File: config.mk
export PLATFORM = sky130hd
export DESIGN_NAME = motor_command_frame_decoder
export DESIGN_NICKNAME = d
export VERILOG_FILES = /design/src/hw/rtl/mcfd_pkg.sv /design/src/hw/rtl/mcfd_decode.sv /design/src/hw/rtl/motor_command_frame_decoder.sv
export SDC_FILE = /design/constraint.sdc
export NUM_CORES = 1
export LEC_CHECK = 0
export ABC_CLOCK_PERIOD_IN_PS = 5000
export CORE_AREA = 2 2 122 124
export DETAILED_ROUTE_END_ITERATION = 16
export DIE_AREA = 0 0 124 126
export DONT_BUFFER_PORTS = 1
export GPL_ROUTABILITY_DRIVEN = 0
export PLACE_DENSITY = 0.78
export SYNTH_ARGS = -nofsm -noshare
export SYNTH_HDL_FRONTEND = slang
export SYNTH_SLANG_ARGS = --single-unit
File: constraint.sdc
create_clock -name i_clk -period 5 [get_ports i_clk]
set_clock_uncertainty 0.15 [all_clocks]
set_input_delay 0.75 -clock i_clk [delete_from_list [all_inputs] [get_ports i_clk]]
set_output_delay 0.75 -clock i_clk [all_outputs]
set_load 0.1 [all_outputs]
File: src/hw/rtl/mcfd_pkg.sv
package mcfd_pkg;

    // Frame framing
    localparam int unsigned FRAME_LIMIT = 80;
    localparam int unsigned POS_W       = $clog2(FRAME_LIMIT);

    // Kept character positions within a frame
    localparam int unsigned KEEP_N = 7;
    localparam int unsigned KEEP_POS [KEEP_N] = '{1, 3, 5, 7, 9, 13, 17};

    localparam int unsigned CHAR_W  = 8;
    localparam int unsigned SPEED_W = 10;
    localparam int unsigned CFG_IDX_W = 2;

    // Characters
    localparam logic [CHAR_W-1:0] CH_START = 8'h24;  // '$'
    localparam logic [CHAR_W-1:0] CH_END   = 8'h23;  // '#'
    localparam logic [CHAR_W-1:0] CH_NUL   = 8'h00;
    localparam logic [CHAR_W-1:0] CH_0     = 8'h30;
    localparam logic [CHAR_W-1:0] CH_1     = 8'h31;
    localparam logic [CHAR_W-1:0] CH_2     = 8'h32;
    localparam logic [CHAR_W-1:0] CH_4     = 8'h34;
    localparam logic [CHAR_W-1:0] CH_8     = 8'h38;
    localparam logic [CHAR_W-1:0] CH_W     = 8'h57;
    localparam logic [CHAR_W-1:0] CH_D     = 8'h44;

    // Register indexes
    localparam logic [CFG_IDX_W-1:0] REG_SPEED_STEP    = 2'd0;
    localparam logic [CFG_IDX_W-1:0] REG_SPEED_CEILING = 2'd1;
    localparam logic [CFG_IDX_W-1:0] REG_SPEED_FLOOR   = 2'd2;

    localparam logic [SPEED_W-1:0] RST_SPEED_STEP    = 10'd100;
    localparam logic [SPEED_W-1:0] RST_SPEED_CEILING = 10'd1000;
    localparam logic [SPEED_W-1:0] RST_SPEED_FLOOR   = 10'd100;
    localparam logic [SPEED_W-1:0] RST_SPEED         = 10'd500;

    // Tag matcher progress
    localparam logic [1:0] TAG_IDLE = 2'd0;
    localparam logic [1:0] TAG_GOT4 = 2'd1;
    localparam logic [1:0] TAG_GOTW = 2'd2;

    // Motion codes
    localparam logic [2:0] MOT_HALT        = 3'd0;
    localparam logic [2:0] MOT_PIVOT_LEFT  = 3'd5;
    localparam logic [2:0] MOT_PIVOT_RIGHT = 3'd6;

    // Execution markers
    localparam logic [2:0] EXEC_S       = 3'd4;
    localparam logic [2:0] EXEC_Q       = 3'd5;
    localparam logic [2:0] EXEC_E       = 3'd6;
    localparam logic [2:0] EXEC_UNKNOWN = 3'd7;

    localparam logic [3:0] LIGHT_NONE = 4'd0;

    localparam logic [1:0] SERVO_NONE = 2'd0;
    localparam logic [1:0] SERVO_180  = 2'd1;
    localparam logic [1:0] SERVO_0    = 2'd2;
    localparam logic [1:0] SERVO_90   = 2'd3;

    typedef logic [CHAR_W-1:0] t_chars [KEEP_N];

    // Last member sits in the lowest bits
    typedef struct packed {
        logic [1:0]         servo_action;
        logic [3:0]         light_action;
        logic               beep;
        logic [2:0]         exec_code;
        logic [SPEED_W-1:0] speed;
        logic [2:0]         motion;
    } t_result;

    typedef struct packed {
        logic [SPEED_W-1:0] speed_step;
        logic [SPEED_W-1:0] speed_ceiling;
        logic [SPEED_W-1:0] speed_floor;
    } t_cfg;

endpackage

File: src/hw/rtl/mcfd_decode.sv
module mcfd_decode (
    input  mcfd_pkg::t_chars                    i_chars,
    input  logic [mcfd_pkg::SPEED_W-1:0]        i_speed,
    input  mcfd_pkg::t_cfg                      i_cfg,
    output mcfd_pkg::t_result                   o_result
);

    logic [mcfd_pkg::CHAR_W-1:0]  w_c1, w_c3, w_c5, w_c7, w_c9, w_c13, w_c17;
    logic [mcfd_pkg::SPEED_W:0]   w_sum;
    logic signed [mcfd_pkg::SPEED_W+1:0] w_diff;

    assign w_c1  = i_chars[0];
    assign w_c3  = i_chars[1];
    assign w_c5  = i_chars[2];
    assign w_c7  = i_chars[3];
    assign w_c9  = i_chars[4];
    assign w_c13 = i_chars[5];
    assign w_c17 = i_chars[6];

    assign w_sum  = {1'b0, i_speed} + {1'b0, i_cfg.speed_step};
    assign w_diff = $signed({2'b00, i_speed}) - $signed({2'b00, i_cfg.speed_step});

    always_comb begin
        // motion and marker; spin wins over position 1
        if (w_c3 == mcfd_pkg::CH_1) begin
            o_result.motion    = mcfd_pkg::MOT_PIVOT_LEFT;
            o_result.exec_code = mcfd_pkg::EXEC_Q;
        end else if (w_c3 == mcfd_pkg::CH_2) begin
            o_result.motion    = mcfd_pkg::MOT_PIVOT_RIGHT;
            o_result.exec_code = mcfd_pkg::EXEC_E;
        end else if (w_c1 >= mcfd_pkg::CH_1 && w_c1 <= mcfd_pkg::CH_4) begin
            o_result.motion    = 3'(w_c1 - mcfd_pkg::CH_0);
            o_result.exec_code = 3'(w_c1 - mcfd_pkg::CH_1);
        end else begin
            o_result.motion    = mcfd_pkg::MOT_HALT;
            o_result.exec_code = (w_c1 == mcfd_pkg::CH_0) ? mcfd_pkg::EXEC_S
                                                          : mcfd_pkg::EXEC_UNKNOWN;
        end

        // saturating speed step
        if (w_c7 == mcfd_pkg::CH_1) begin
            o_result.speed = (w_sum > {1'b0, i_cfg.speed_ceiling}) ? i_cfg.speed_ceiling
                                                                  : w_sum[mcfd_pkg::SPEED_W-1:0];
        end else if (w_c7 == mcfd_pkg::CH_2) begin
            o_result.speed = (w_diff < $signed({2'b00, i_cfg.speed_floor}))
                           ? i_cfg.speed_floor : w_diff[mcfd_pkg::SPEED_W-1:0];
        end else begin
            o_result.speed = i_speed;
        end

        o_result.beep = (w_c5 == mcfd_pkg::CH_1);

        if (w_c13 >= mcfd_pkg::CH_1 && w_c13 <= mcfd_pkg::CH_8) begin
            o_result.light_action = 4'(w_c13 - mcfd_pkg::CH_0);
        end else begin
            o_result.light_action = mcfd_pkg::LIGHT_NONE;
        end

        // position 17 overrides position 9
        if (w_c17 == mcfd_pkg::CH_1) begin
            o_result.servo_action = mcfd_pkg::SERVO_90;
        end else if (w_c9 == mcfd_pkg::CH_1) begin
            o_result.servo_action = mcfd_pkg::SERVO_180;
        end else if (w_c9 == mcfd_pkg::CH_2) begin
            o_result.servo_action = mcfd_pkg::SERVO_0;
        end else begin
            o_result.servo_action = mcfd_pkg::SERVO_NONE;
        end
    end

endmodule

File: src/hw/rtl/motor_command_frame_decoder.sv
// Motor command frame decoder.
// Input: a byte stream on s_axis (one received serial byte per transaction).
// '$' opens or reopens a frame, '#' closes it. A frame reaching 80 bytes
// ('$' included) is dropped. A closed frame not carrying the "4WD" tag
// (looked for up to the first zero byte) yields one result transaction on
// m_axis: motion, stepped speed, execution marker, beep, light and servo.
// Configuration: i_cfg_we writes speed step, ceiling or floor (index 0..2);
// write only while no frame result is outstanding.
// Latency: the result for a '#' appears on m_axis the cycle after the '#'
// transaction. Throughput: one byte per cycle; all per-byte work is a few
// compares and one saturating add/subtract ahead of the result register.
// Stall: the result register holds while m_axis_tready is low, and
// s_axis_tready then drops, so nothing is lost or reordered.
// Reset (synchronous, active low): no frame open, speed 500, registers at
// step 100, ceiling 1000, floor 100, output empty.
module motor_command_frame_decoder (
    input  logic        i_clk,
    input  logic        i_rst_n,
    // configuration
    input  logic        i_cfg_we,
    input  logic [1:0]  i_cfg_index,
    input  logic [9:0]  i_cfg_data,
    // byte input
    input  logic        s_axis_tvalid,
    output logic        s_axis_tready,
    input  logic [7:0]  s_axis_tdata,   // [7:0] rx_byte
    // frame results
    output logic        m_axis_tvalid,
    input  logic        m_axis_tready,
    output logic [23:0] m_axis_tdata    // [2:0] motion, [12:3] speed, [15:13] exec_code,
                                        // [16] beep, [20:17] light_action,
                                        // [22:21] servo_action, [23] zero
);

    localparam logic [mcfd_pkg::POS_W-1:0] POS_LAST =
        mcfd_pkg::POS_W'(mcfd_pkg::FRAME_LIMIT - 1);

    // frame state
    logic                          r_in_frame, n_in_frame;
    logic [mcfd_pkg::POS_W-1:0]    r_pos, n_pos;
    mcfd_pkg::t_chars              r_chars, n_chars;
    logic [1:0]                    r_match, n_match;
    logic                          r_tag, n_tag;
    logic                          r_zero, n_zero;
    logic [mcfd_pkg::SPEED_W-1:0]  r_speed;
    mcfd_pkg::t_cfg                r_cfg;

    // output stage
    logic                          r_out_valid;
    mcfd_pkg::t_result             r_result;

    // per-byte view (after a possible '$' restart)
    logic                          w_acc;
    logic                          w_start, w_active, w_over, w_end, w_emit;
    logic [mcfd_pkg::POS_W-1:0]    w_pos;
    mcfd_pkg::t_chars              w_chars;
    logic [1:0]                    w_match;
    logic                          w_tag, w_zero;
    logic [mcfd_pkg::CHAR_W-1:0]   w_byte;
    mcfd_pkg::t_result             w_result;

    assign w_byte   = s_axis_tdata;
    assign s_axis_tready = !r_out_valid || m_axis_tready;
    assign w_acc    = s_axis_tvalid && s_axis_tready;

    assign w_start  = (w_byte == mcfd_pkg::CH_START);
    assign w_active = w_start || r_in_frame;
    assign w_pos    = w_start ? '0 : r_pos;
    assign w_match  = w_start ? mcfd_pkg::TAG_IDLE : r_match;
    assign w_tag    = w_start ? 1'b0 : r_tag;
    assign w_zero   = w_start ? 1'b0 : r_zero;
    assign w_over   = (w_pos >= POS_LAST);
    assign w_end    = (w_byte == mcfd_pkg::CH_END);

    always_comb begin
        for (int k = 0; k < mcfd_pkg::KEEP_N; k++) begin
            w_chars[k] = w_start ? '0 : r_chars[k];
        end
    end

    // next frame state
    always_comb begin
        n_in_frame = r_in_frame;
        n_pos      = r_pos;
        n_chars    = r_chars;
        n_match    = r_match;
        n_tag      = r_tag;
        n_zero     = r_zero;
        if (w_active) begin
            if (w_over) begin
                // overlong frame: drop it
                n_in_frame = 1'b0;
                n_pos      = '0;
                n_match    = mcfd_pkg::TAG_IDLE;
                n_tag      = 1'b0;
                n_zero     = 1'b0;
                for (int k = 0; k < mcfd_pkg::KEEP_N; k++) begin
                    n_chars[k] = '0;
                end
            end else begin
                for (int k = 0; k < mcfd_pkg::KEEP_N; k++) begin
                    n_chars[k] = (w_pos == mcfd_pkg::POS_W'(mcfd_pkg::KEEP_POS[k]))
                               ? w_byte : w_chars[k];
                end
                n_tag  = w_tag;
                n_zero = w_zero;
                n_match = w_match;
                // tag search stops at the first zero byte
                if (!w_zero) begin
                    priority if (w_byte == mcfd_pkg::CH_NUL) begin
                        n_zero  = 1'b1;
                        n_match = mcfd_pkg::TAG_IDLE;
                    end else if (w_byte == mcfd_pkg::CH_4) begin
                        n_match = mcfd_pkg::TAG_GOT4;
                    end else if (w_match == mcfd_pkg::TAG_GOT4 && w_byte == mcfd_pkg::CH_W) begin
                        n_match = mcfd_pkg::TAG_GOTW;
                    end else if (w_match == mcfd_pkg::TAG_GOTW && w_byte == mcfd_pkg::CH_D) begin
                        n_tag   = 1'b1;
                        n_match = mcfd_pkg::TAG_IDLE;
                    end else begin
                        n_match = mcfd_pkg::TAG_IDLE;
                    end
                end
                if (w_end) begin
                    n_in_frame = 1'b0;
                    n_pos      = '0;
                end else begin
                    n_in_frame = 1'b1;
                    n_pos      = w_pos + 1'b1;
                end
            end
        end
    end

    assign w_emit = w_active && !w_over && w_end && !n_tag;

    mcfd_decode u_decode (
        .i_chars  (n_chars),
        .i_speed  (r_speed),
        .i_cfg    (r_cfg),
        .o_result (w_result)
    );

    always_ff @(posedge i_clk) begin
        if (!i_rst_n) begin
            r_in_frame <= 1'b0;
            r_pos      <= '0;
            r_match    <= mcfd_pkg::TAG_IDLE;
            r_tag      <= 1'b0;
            r_zero     <= 1'b0;
            r_speed    <= mcfd_pkg::RST_SPEED;
            r_out_valid <= 1'b0;
            for (int k = 0; k < mcfd_pkg::KEEP_N; k++) begin
                r_chars[k] <= '0;
            end
        end else begin
            if (w_acc) begin
                r_in_frame <= n_in_frame;
                r_pos      <= n_pos;
                r_chars    <= n_chars;
                r_match    <= n_match;
                r_tag      <= n_tag;
                r_zero     <= n_zero;
                if (w_emit) begin
                    r_speed <= w_result.speed;
                end
            end
            r_out_valid <= (w_acc && w_emit) || (r_out_valid && !m_axis_tready);
        end
    end

    // result payload, loaded only with a new result
    always_ff @(posedge i_clk) begin
        if (w_acc && w_emit) begin
            r_result <= w_result;
        end
    end

    // configuration registers
    always_ff @(posedge i_clk) begin
        if (!i_rst_n) begin
            r_cfg.speed_step    <= mcfd_pkg::RST_SPEED_STEP;
            r_cfg.speed_ceiling <= mcfd_pkg::RST_SPEED_CEILING;
            r_cfg.speed_floor   <= mcfd_pkg::RST_SPEED_FLOOR;
        end else if (i_cfg_we) begin
            unique case (i_cfg_index)
                mcfd_pkg::REG_SPEED_STEP:    r_cfg.speed_step    <= i_cfg_data;
                mcfd_pkg::REG_SPEED_CEILING: r_cfg.speed_ceiling <= i_cfg_data;
                mcfd_pkg::REG_SPEED_FLOOR:   r_cfg.speed_floor   <= i_cfg_data;
                default: ;
            endcase
        end
    end

    assign m_axis_tvalid = r_out_valid;
    assign m_axis_tdata  = {1'b0, r_result};

    // checks
    a_pos_in_range: assert property (@(posedge i_clk) disable iff (!i_rst_n)
        r_pos <= POS_LAST)
        else $error("frame position beyond limit");

    a_idle_pos_zero: assert property (@(posedge i_clk) disable iff (!i_rst_n)
        !r_in_frame |-> r_pos == '0)
        else $error("position not cleared outside a frame");

    a_stall_blocks_input: assert property (@(posedge i_clk) disable iff (!i_rst_n)
        (r_out_valid && !m_axis_tready) |-> !s_axis_tready)
        else $error("input taken while result stalled");

    a_emit_shows: assert property (@(posedge i_clk) disable iff (!i_rst_n)
        (w_acc && w_emit) |=> m_axis_tvalid)
        else $error("frame result not presented");

    a_motion_range: assert property (@(posedge i_clk) disable iff (!i_rst_n)
        r_out_valid |-> r_result.motion <= mcfd_pkg::MOT_PIVOT_RIGHT)
        else $error("motion code out of range");

endmodule
==> impl_metrics.csv <==
group,metric,value,unit
run_status,status,"finished, final reports clean",
critical_path,cp-end-kind,"flop",
floorplan,core_area,14300,um2
synth,synth.mux.area_fraction,2.22,%
route,dr.pass1.iters,6,
critical_path,timing.critical_path.fanout_max,16,
critical_path,setup.worst_path.start_class,"flop",
clock_network,ctsRootBufferMaster,"sky130_fd_sc_hd__clkbuf_16",
timing,max_slew.worst_pin.slew,1.17,ns
clock_network,worst_skew_pair.late_latency,0.42,ns
timing,max_clock_freq,0.233,GHz
floorplan,die_width,124,um
clock_network,sinks_on_clock_net,132,
cells_and_area,layout.nets,1049,
synth,syn_area_per_cell,8.01,um2
place,port_bufs,0,
clock_network,cts_tree,"yes",
clock_network,clock_tree.buffer_depth,2,
timing,setup_repair_after_global_routing_missed_its_margin,"no",
clock_network,cts_resized,0,
critical_path,required,5.00,ns
cells_and_area,antennaDiodeCount,0,
global_routing,wire_length_of_the_first_global_routing_pass,36600,um
floorplan,die_y,126,um
critical_path,critical_path.cell_chain,"ha_1 > inv_1 > fa_1 > o21ba_2 > or4_1 > o211ai_1 > nand2_1 > xnor2_1 > ha_1 > nand3_1 > nor4_1 > nor2_1 > nor2_1 > nand3_1 > buf_4 > mux2i_1 > a22o_1 > a21oi_1",
synth,syn_area,8130,um2
synth,yosys_warnings,0,
synth,synth_seq_cells,132,
timing,setup_tns,0,ns
clock_network,cts_setup_buffers,0,
timing,report.final.hold_viol_count,0,
cells_and_area,multi_input_area,4770,um2
route,route.vias.total,7645,
synth,fraction_of_the_mapped_netlist_area_in_compound_gates,24.0,%
timing,finalWorstPathRequiredPeriod,4.28,ns
synth,synth_seq_area_share,35.3,%
synth,yosysTopAreaCell,"sky130_fd_sc_hd__dfxtp_1",
cells_and_area,fillerInstances,1260,
clock_network,clock_pin_slew_of_the_registers_on_the_worst_case_setup_and_hold_paths,0.06,ns
pwr,powerDensity,290,nW/um2
synth,synthArstFlopShare,0,%
clock_network,cts.htree.levels,4,
synth,synth_top_family_by_area,"compound AO/OA/AOI/OAI gates",
synth,synthCells,1015,
min_path,hold_class,"in2reg",
route,routed_wire_length_per_instance,19.4,um
clock_network,cts-buffers-inserted,17,
global_routing,number_of_antenna_violations_at_the_first_check_in_global_routing,0,
route,drc_errors,0,
cells_and_area,drive_gt1_share,5.85,%
route,vias_per_cell,6.50,
place,preCtsSetupSlack,0.760,ns
cells_and_area,sequential_cell_area,2870,um2
synth,mapped_nets,1085,
route,postRouteWirelength,22800,um
global_routing,grt_pass1_vias,7259,
clock_network,total_of_hold_buffers_inserted_after_clock_tree_synthesis,0,
synth,main_flop_type_after_synthesis,"sky130_fd_sc_hd__dfxtp_1",
floorplan,design.portCount,51,
floorplan,floorplan.initialDensity,56.8,%
place,dp_hpwl,15700,um
floorplan,num_rows,44,
timing,final_min_period_over_clock_period,85.7,%
timing,report.final.slew_viol_count,0,
timing,worst_slack,0.715,ns
critical_path,critical-path-max-stage-delay,0.44,ns
pwr,leakage,3.22,nW
critical_path,critPathKind,"reg2reg",
critical_path,cp.arrival,4.29,ns
cells_and_area,commonest_non_fill_non_tap_cells_in_the_layout,"sky130_fd_sc_hd__nor2_1, sky130_fd_sc_hd__dfxtp_1, sky130_fd_sc_hd__nand2_1",
route,ant_nets,0,
flow_run,number_of_max_cap_violations,0,
synth,synth_enable_flop_cells,23,
cells_and_area,area_growth_syn_to_layout,7.45,%
synth,post_synth_fa_ha_maj_area_fraction,7.11,%
synth,post_synth_main_area_contributors,"sky130_fd_sc_hd__dfxtp_1, sky130_fd_sc_hd__edfxtp_1, sky130_fd_sc_hd__ha_1, sky130_fd_sc_hd__nor2_1, sky130_fd_sc_hd__a22oi_1",
critical_path,cp_slowest_cell,"sky130_fd_sc_hd__or4_1",
timing,timing.final.setup_violations,0,
synth,synthSimpleGateAreaFrac,23.7,%
route,detailedRoute.firstIterationViolations,965,
synth,post_synth_num_cell_types,76,
global_routing,gr-usage-all-layers,30.0,%
floorplan,die_area,15600,um2
global_routing,grt_max_degree,52,
timing,slew_headroom,21.8,%
global_routing,grt_overflow_total,0,
cells_and_area,layout_commonest_cell,"sky130_fd_sc_hd__nor2_1",
pwr,vdd_ir_drop_max,0.000251,V
synth,synth_top_area_share,26.8,%
synth,synth_xor_area_share,1.62,%
## path summary, 6_finish.rpt
kind         slack [ns]          endpoint       start  depth (start not counted)
min                0.25        r_speed[2]     i_rst_n                          1
max                0.72  m_axis_tdata[11]  r_speed[0]                         18
min reg2reg        0.31          r_cfg[1]    r_cfg[1]                          2
max reg2reg        0.72  m_axis_tdata[11]  r_speed[0]                         18
## area by class of cell
class | count | area share [%]
clock buffers | 20 | 5.00
multi-input cells | 765 | 54.6
flip-flops and latches | 132 | 32.9
well taps | 184 | 2.64
clock inverters | 12 | 1.58
repair buffers | 13 | 1.12
inverters | 50 | 2.15
## critical path, delay by kind of cell (launching register included)
family          cells  cell delay, ns
xor+xnor            1            0.17
simple gates        7            1.20
compound gates      4            0.71
mux                 1            0.22
fa+ha+maj           3            0.93
buf+inv             2            0.27
flops               1            0.37
## registers in the layout, summed over array words and instances, names as in the netlist
register	count
m_axis_tdata	23
m_axis_tvalid	1
r_cfg	30
r_chars	56
r_in_frame	1
r_match	2
r_pos	7
r_speed	10
r_tag	1
r_zero	1
## kinds of logic after synthesis
group                    after synthesis
AND/OR/NAND/NOR                      398
AO/OA/AOI/OAI                        288
flip-flops                           132
buffers and inverters                118
adder cells (fa/ha/maj)               45
multiplexers                          18
XOR/XNOR                              15
other                                  1
## report_power, final
part | internal, mW | total (mW) | switching, mW | leakage, nW
clock | 0.774 | 1.23 | 0.459 | 0.280
sequential | 1.09 | 1.09 | 0.00686 | 1.09
combinational | 0.0760 | 0.204 | 0.128 | 1.85
## cells in the mapped netlist, drive strengths merged (18+ instances only)
library cell and instances:
a21oi 73, a22oi 61, buf 26, clkbuf 42
dfxtp 109, edfxtp 23, ha 43, inv 50
mux2i 18, nand2 105, nand3 35, nor2 129
nor3 21, o21ai 42
## per-layer routing
layer / vias to the layer above / global-route usage, % / routed length [um]
li1: 3610 / - / -
met1: 3559 / 36.2 / 9060
met2: 386 / 47.6 / 10700
met3: 90 / 7.93 / 1870
met4: 0 / 17.4 / 1170
met5: - / 0 / 0
## through the flow
| step | utilization (%) | cell area, um2 | power [mW] | cells | hold WS [ns] |
|---|---|---|---|---|---|
| 6_report | 61.0 | 8730 | 2.53 | 1176 | 0.247 |
| 5_1_grt | 61.0 | 8730 | 2.61 | 1176 | 0.238 |
| 4_1_cts | 61.0 | 8730 | 2.54 | 1176 | 0.238 |
| 3_5_place_dp | 57.0 | 8160 | 1.31 | 1144 | 0.299 |
| 3_3_place_gp | 57.0 | 8160 | 1.31 | 1144 | 0.295 |
| 2_1_floorplan | - | 8130 | 1.28 | 1015 | 0.286 |
No activity file was read; power rests on OpenSTA's default activity.
